--- src/hw/rtl/swm_pkg.sv ---
`timescale 1ns / 1ps
// ----------------------------------------------------------------------------
// swm_pkg
// Shared constants and types for the sliding window maximum filter.
// ----------------------------------------------------------------------------
package swm_pkg;

    localparam int MAX_WINDOW  = 64;
    localparam int SAMPLE_BITS = 16;
    localparam int WIN_BITS    = 7;
    localparam int CNT_BITS    = $clog2(MAX_WINDOW);

    typedef logic signed [SAMPLE_BITS-1:0] sample_t;
    typedef logic [WIN_BITS-1:0]           win_t;
    typedef logic [CNT_BITS-1:0]           cnt_t;

    localparam win_t    WINDOW_RESET = win_t'(8);
    localparam win_t    WINDOW_LIMIT = win_t'(MAX_WINDOW);
    localparam sample_t SAMPLE_MIN   = {1'b1, {(SAMPLE_BITS-1){1'b0}}};

    // Control handed from the sequencer to every cell
    typedef struct packed {
        logic load;   // shift in a new sample and reload the accumulators
        logic step;   // one reduction step toward cell 0
    } cell_ctl_t;

    typedef enum logic {
        ST_IDLE,
        ST_SCAN
    } state_t;

endpackage

--- src/hw/rtl/sliding_window_maximum.sv ---
`timescale 1ns / 1ps
// ----------------------------------------------------------------------------
// sliding_window_maximum
// Running maximum filter over a signed sample stream, built as a chain of
// identical cells that hold the sample history and reduce it to one max.
// ----------------------------------------------------------------------------
// Each accepted sample beat shifts into a history line of MAX_WINDOW cells.
// Once window_size samples have arrived since reset, each sample beat yields
// one result beat: the largest of the last window_size samples, the new one
// included; before that a sample yields nothing. A window_size of zero acts
// as one, and anything above MAX_WINDOW acts as MAX_WINDOW. A sample that
// gives no result is only loaded. A sample that gives a result is loaded,
// then takes window_size - 1 reduction steps (window clamped as above) in
// which the partial max moves one cell toward the head of the chain per
// cycle, then is handed to the output register once any earlier result has
// been taken. No sample is taken during a reduction. The next sample is taken while that result waits for
// m_ready. Write window_size only while the block is idle; the new size
// applies from the next sample.
// ----------------------------------------------------------------------------
module sliding_window_maximum (
    input  logic             aclk,
    input  logic             aresetn,
    // sample input
    input  logic             s_valid,
    output logic             s_ready,
    input  swm_pkg::sample_t s_sample,
    // window size register write
    input  logic             cfg_valid,
    output logic             cfg_ready,
    input  swm_pkg::win_t    cfg_window_size,
    // window max output
    output logic             m_valid,
    input  logic             m_ready,
    output swm_pkg::sample_t m_window_max
);

    swm_pkg::cell_ctl_t ctl;
    swm_pkg::win_t      win_eff;
    logic               capture;

    // line_q[k] holds the sample of age k; acc_q[k] the partial max at cell k
    swm_pkg::sample_t   line_q [swm_pkg::MAX_WINDOW];
    swm_pkg::sample_t   acc_q  [swm_pkg::MAX_WINDOW];
    swm_pkg::sample_t   max_reg, max_next;

    swm_ctrl u_ctrl (
        .aclk            (aclk),
        .aresetn         (aresetn),
        .s_valid         (s_valid),
        .s_ready         (s_ready),
        .cfg_valid       (cfg_valid),
        .cfg_ready       (cfg_ready),
        .cfg_window_size (cfg_window_size),
        .m_valid         (m_valid),
        .m_ready         (m_ready),
        .ctl             (ctl),
        .win_eff         (win_eff),
        .capture         (capture)
    );

    for (genvar k = 0; k < swm_pkg::MAX_WINDOW; k++) begin : g_cell
        swm_pkg::sample_t line_in;
        swm_pkg::sample_t acc_in;
        logic             in_window;

        // the cell takes part only if its age falls inside the window
        assign in_window = (win_eff > swm_pkg::win_t'(k));

        if (k == 0) begin : g_head
            assign line_in = s_sample;
        end else begin : g_body
            assign line_in = line_q[k-1];
        end

        if (k == swm_pkg::MAX_WINDOW - 1) begin : g_tail
            assign acc_in = swm_pkg::SAMPLE_MIN;
        end else begin : g_link
            assign acc_in = acc_q[k+1];
        end

        swm_cell u_cell (
            .aclk      (aclk),
            .ctl       (ctl),
            .in_window (in_window),
            .line_in   (line_in),
            .acc_in    (acc_in),
            .line_out  (line_q[k]),
            .acc_out   (acc_q[k])
        );
    end

    // Output register: load the head accumulator when the reduction is done,
    // hold while the beat waits.
    always_comb begin
        max_next = max_reg;
        if (capture) begin
            max_next = acc_q[0];
        end
    end

    always_ff @(posedge aclk) begin
        max_reg <= max_next;
    end

    assign m_window_max = max_reg;

endmodule

--- src/hw/rtl/swm_cell.sv ---
`timescale 1ns / 1ps
// ----------------------------------------------------------------------------
// swm_cell
// One cell of the chain: a sample tap of the history line and one
// accumulator of the max reduction.
// ----------------------------------------------------------------------------
module swm_cell (
    input  logic               aclk,
    input  swm_pkg::cell_ctl_t ctl,
    input  logic               in_window,
    input  swm_pkg::sample_t   line_in,
    input  swm_pkg::sample_t   acc_in,
    output swm_pkg::sample_t   line_out,
    output swm_pkg::sample_t   acc_out
);

    swm_pkg::sample_t line_reg, line_next;
    swm_pkg::sample_t acc_reg,  acc_next;

    always_comb begin
        line_next = line_reg;
        acc_next  = acc_reg;
        if (ctl.load) begin
            line_next = line_in;
            acc_next  = in_window ? line_in : swm_pkg::SAMPLE_MIN;
        end else if (ctl.step) begin
            // pull the neighbor's partial max one cell closer to the head
            if (acc_in > acc_reg) begin
                acc_next = acc_in;
            end
        end
    end

    always_ff @(posedge aclk) begin
        line_reg <= line_next;
        acc_reg  <= acc_next;
    end

    assign line_out = line_reg;
    assign acc_out  = acc_reg;

endmodule

--- src/hw/rtl/swm_ctrl.sv ---
`timescale 1ns / 1ps
// ----------------------------------------------------------------------------
// swm_ctrl
// Sequencer: window register, fill count, reduction step counter and the
// output beat valid.
// ----------------------------------------------------------------------------
module swm_ctrl (
    input  logic               aclk,
    input  logic               aresetn,
    input  logic               s_valid,
    output logic               s_ready,
    input  logic               cfg_valid,
    output logic               cfg_ready,
    input  swm_pkg::win_t      cfg_window_size,
    output logic               m_valid,
    input  logic               m_ready,
    output swm_pkg::cell_ctl_t ctl,
    output swm_pkg::win_t      win_eff,
    output logic               capture
);

    swm_pkg::state_t state_reg, state_next;
    swm_pkg::win_t   window_reg, window_next;
    swm_pkg::win_t   fill_reg, fill_next;
    swm_pkg::win_t   fill_inc;
    swm_pkg::cnt_t   cnt_reg, cnt_next;
    logic            m_valid_reg, m_valid_next;

    assign cfg_ready = 1'b1;

    always_comb begin
        if (window_reg == '0) begin
            win_eff = swm_pkg::win_t'(1);
        end else if (window_reg > swm_pkg::WINDOW_LIMIT) begin
            win_eff = swm_pkg::WINDOW_LIMIT;
        end else begin
            win_eff = window_reg;
        end
    end

    assign fill_inc = (fill_reg == swm_pkg::WINDOW_LIMIT) ? fill_reg
                                                          : fill_reg + 1'b1;

    always_comb begin
        state_next   = state_reg;
        window_next  = window_reg;
        fill_next    = fill_reg;
        cnt_next     = cnt_reg;
        m_valid_next = m_valid_reg & ~m_ready;
        ctl          = '0;
        capture      = 1'b0;
        s_ready      = 1'b0;

        if (cfg_valid) begin
            window_next = cfg_window_size;
        end

        case (state_reg)
            swm_pkg::ST_IDLE: begin
                s_ready = 1'b1;
                if (s_valid) begin
                    ctl.load  = 1'b1;
                    fill_next = fill_inc;
                    if (fill_inc >= win_eff) begin
                        state_next = swm_pkg::ST_SCAN;
                        cnt_next   = swm_pkg::cnt_t'(win_eff - 1'b1);
                    end
                end
            end
            swm_pkg::ST_SCAN: begin
                if (cnt_reg != '0) begin
                    ctl.step = 1'b1;
                    cnt_next = cnt_reg - 1'b1;
                end else if (!m_valid_reg || m_ready) begin
                    // hand the max at the head cell to the output register
                    capture      = 1'b1;
                    m_valid_next = 1'b1;
                    state_next   = swm_pkg::ST_IDLE;
                end
            end
            default: begin
                state_next = swm_pkg::ST_IDLE;
            end
        endcase
    end

    always_ff @(posedge aclk) begin
        if (!aresetn) begin
            state_reg   <= swm_pkg::ST_IDLE;
            window_reg  <= swm_pkg::WINDOW_RESET;
            fill_reg    <= '0;
            cnt_reg     <= '0;
            m_valid_reg <= 1'b0;
        end else begin
            state_reg   <= state_next;
            window_reg  <= window_next;
            fill_reg    <= fill_next;
            cnt_reg     <= cnt_next;
            m_valid_reg <= m_valid_next;
        end
    end

    assign m_valid = m_valid_reg;

endmodule
--- config.mk ---
export PLATFORM = sky130hd
export DESIGN_NAME = sliding_window_maximum
export DESIGN_NICKNAME = d
export VERILOG_FILES = /design/src/hw/rtl/swm_pkg.sv /design/src/hw/rtl/sliding_window_maximum.sv /design/src/hw/rtl/swm_cell.sv /design/src/hw/rtl/swm_ctrl.sv
export SDC_FILE = /design/constraint.sdc
export NUM_CORES = 2
export LEC_CHECK = 0
export BUFFER_PORTS_ARGS = -buffer_cell sky130_fd_sc_hd__buf_2
export CORE_MARGIN = 2
export CORE_UTILIZATION = 35
export CTS_BUF_LIST = sky130_fd_sc_hd__clkbuf_8
export DETAILED_ROUTE_END_ITERATION = 8
export PLACE_DENSITY = 0.53
export SYNTH_ARGS = -nofsm -noshare
export SYNTH_HDL_FRONTEND = slang
export SYNTH_SLANG_ARGS = --single-unit
--- constraint.sdc ---
create_clock -name aclk -period 15.2 [get_ports aclk]
set_input_delay 0.76 -clock aclk [delete_from_list [all_inputs] [get_ports aclk]]
set_output_delay 0.76 -clock aclk [all_outputs]
set_load 0.01 [all_outputs]
==> qor.log <==
qor: sta.final_min_period_over_clock_period 0.329
qor: yosys.yosys.cell_types.count 78
qor: sta.finalSetupViolations 0
qor: cts.number_of_buffers_between_clock_root_and_the_deepest_sink 4
qor: cts.clkLatencyLatePin 980 ps
qor: cts.cts_root_buffer clkbuf_8
qor: yosys.netlist_area 99900 sq um
qor: layout.largest_register_ffs 1024
qor: setup_path.r2r_cells 7
qor: place.placed_wire_length_estimate 177000 um
qor: layout.area_of_the_multi_input_gates 32900 sq um
qor: route.drt_iter0_markers 5000
qor: worst_hold_path.worst_hold_path.num_cells 3
qor: layout.seqCellArea 61900 sq um
qor: yosys.post_synth_main_area_contributors edfxtp_1, ha_1, o21ai_0
qor: worst_hold_path.hold_path_class in2reg
qor: cts.cts.sink_count 2070
qor: flow_run.maxCapViolations 0
qor: sta.fmax 200 MHz
qor: sta.final_number_of_hold_violating_endpoints 0
qor: yosys.synth_edf_count 2048
qor: route.via_per_inst 5.05
qor: global_route.grt.total_usage 0.167
qor: route.wl_per_cell 19.5 um
qor: yosys.synth.ff_latch_count 2070
qor: die.core_region_area 284000 sq um
qor: sta.relSlewSlack 0.127
qor: place.finalWeightedCongestion 0.848
qor: cts.post_cts_resized 0
qor: setup_path.required 15860 ps
qor: route.drc_viols 0
qor: sta.worst_slew_pin_slew 1310 ps
qor: power.p_per_area 149 nW/um^2
qor: cts.post_cts_buffers 0
qor: yosys.synthesis.instances 8284
qor: yosys.synthesis.area_per_instance 12.1 sq um
qor: global_route.number_of_antenna_violations_at_the_first_check_in_global_routing 4
qor: yosys.synth_nets 9330
qor: outcome.run_status finished, final reports clean
qor: sta.timing.clock.skew 80.6 ps
qor: power.max-vdd-ir-drop 58.7 uV
qor: die.floorplan.die.height 538 um
qor: global_route.grt_first_pass_wirelength 384000 um
qor: die.initial_util 0.351
qor: sta.slew_viol_final 0
qor: layout.final_layout_size_suffix_gt1_frac 0.0772
qor: yosys.async_flop_share 0
qor: global_route.gr-total-overflow 0
qor: route.number_of_antenna_violating_nets_in_the_routed_design 0
qor: layout.layout.cells.non_filler 12648
qor: cts.cts.clk_slew.worst_paths 60 ps
qor: yosys.synth_top_area_share 0.615
qor: setup_path.timing.critical_path.fanout_max 215
qor: cts.cts_max_level 5
qor: route.drt-pass1-iter-count 6
qor: setup_path.path_class reg2reg
qor: power.p_leak 44.8 nW
qor: die.dieArea 290000 sq um
qor: layout.area_delta_synth_final 12.0%
qor: sta.fin_tns_setup 0 ps
qor: setup_path.critPathArrivalTime 5660 ps
qor: die.floorplan.die.width 538 um
qor: sta.grt_setup_unrepaired false
qor: layout.postLayoutCoreUtil 0.394
qor: route.route.vias.total 63925
qor: setup_path.worstSetupEndpointType register
qor: global_route.first_global_vias 66083
qor: die.io_pins 47
qor: yosys.synth.yosys.seq_area_share 0.620
qor: sta.final_critical_path_setup_slack 10200 ps
qor: layout.nets_finish 9640
qor: place.placed_cells 11977
qor: cts.cts_inserted_buffers 360
qor: yosys.synthesis.yosys.warnings 0
qor: layout.layout.filler_cells 27157
qor: setup_path.setup.worst_path.start_class register
qor: place.pre_cts_ws 10070 ps
qor: cts.ctsHoldBuffers 17
qor: sta.layout_min_cycle_time 5000 ps
qor: die.placement_rows 196
qor: cts.cts_tree yes
qor: global_route.grt_start_max_net_pins 216
qor: yosys.synthDominantAreaCellType edfxtp_1
qor: place.port_buffers 45
qor: yosys.synth_flop_cell edfxtp_1
qor: route.detail_route.wirelength 247000 um
==> cell usage in the layout, fill, tap and decap left out, types with 8 or more instances in the layout <==
master	synthesis	final
dfxtp_1	22	21
dlygate4sd3_1	0	17
ha_1	1018	1018
mux2i_1	12	12
buf_4	3	114
and4_1	19	19
nand2b_1	41	41
o21a_1	26	26
buf_2	46	45
nand4_1	118	118
clkbuf_8	0	373
o211ai_1	25	25
a211oi_1	21	19
o21ai_2	2	10
nor2_1	222	220
clkinv_2	0	60
o21bai_1	12	12
bufinv_16	0	19
o22ai_1	20	20
a22o_1	119	119
o32ai_1	8	8
a21o_1	138	138
o21ai_1	6	33
nand3b_1	14	14
a21oi_1	420	419
nand2_1	977	976
clkinv_1	1	90
a22oi_1	53	53
a21boi_0	8	8
nor3_1	18	18
nand3_1	167	167
or2_2	8	8
nor2b_1	37	37
o21ai_0	1063	1027
inv_1	1137	1230
edfxtp_1	2048	2048
and3_1	60	60
nor4_1	43	43
a211o_1	38	38
a31oi_1	20	20
==> Yosys cell counts, drive strengths merged (38+ instances only) <==
library cell	instances
a211o	38
a21o	138
a21oi	425
a22o	119
a22oi	53
and3	60
buf	60
clkbuf	173
edfxtp	2048
ha	1018
inv	1137
nand2	977
nand2b	41
nand3	168
nand4	118
nor2	224
nor4	43
o21ai	1071
==> final cells by class <==
| type | instances | area share |
|---|---|---|
| sequential | 2070 | 0.553 |
| multi-input combinational | 4843 | 0.294 |
| clock buffer | 373 | 0.0458 |
| tap | 3762 | 0.0420 |
| inverter | 1138 | 0.0382 |
| clock inverter | 276 | 0.0150 |
| timing repair buffer | 181 | 0.0121 |
| antenna | 5 | 0.000112 |
==> worst max-delay path: stages, from the launching register on <==
cell     delay [ps]
dfxtp_1         570
inv_1           320
nand2_4         350
inv_8           610
buf_12          740
buf_4           830
buf_4           830
o21ai_0         220
==> cell families (layout without fill, tap and decap cells) <==
family / Yosys count / count (layout) / synth area share
XOR/XNOR: 8 / 8 / 0.000701
multiplexers: 14 / 14 / 0.00143
other: 1 / 6 / 0.0000375
AND/OR/NAND/NOR: 1759 / 1759 / 0.0791
flip-flops: 2070 / 2070 / 0.620
buffers and inverters: 1371 / 1968 / 0.0525
AO/OA/AOI/OAI: 2043 / 2043 / 0.119
adder cells (fa/ha/maj): 1018 / 1018 / 0.127
==> worst paths after layout <==
check | startpoint | endpoint | slack (ps)
setup reg to reg | u_ctrl.state_reg | g_cell[61].u_cell.acc_out[5] | 10200
setup / recovery | u_ctrl.state_reg | g_cell[61].u_cell.acc_out[5] | 10200
hold reg to reg | g_cell[52].u_cell.line_out[15] | g_cell[53].u_cell.line_out[15] | 390
hold / removal | cfg_window_size[3] | u_ctrl.window_reg[3] | 190
==> through the flow <==
stage	total power, mW	hold slack [ps]	cell area (sq um)
floorplan	10.5	421	99900
global placement	11.7	429	105000
detailed placement	11.8	432	105000
CTS	16.9	113	112000
global route	17.8	129	112000
finish	16.7	192	112000
==> report_power, final <==
part	internal, mW	switching (mW)
combinational	1.43	2.30
sequential	7.38	0.595
clock	2.61	2.38
==> per-layer routing <==
| layer | track usage | up-vias | share of wire | wire length (um) |
|---|---|---|---|---|
| li1 | - | 30732 | - | - |
| met4 | 0.0497 | 0 | 0.026 | 6390 |
| met2 | 0.275 | 1485 | 0.47 | 116000 |
| met3 | 0.0237 | 418 | 0.044 | 10800 |
| met1 | 0.227 | 31290 | 0.46 | 113000 |
| met5 | 0 | - | 0 | 0 |
Power figures use the tool's default switching activity.
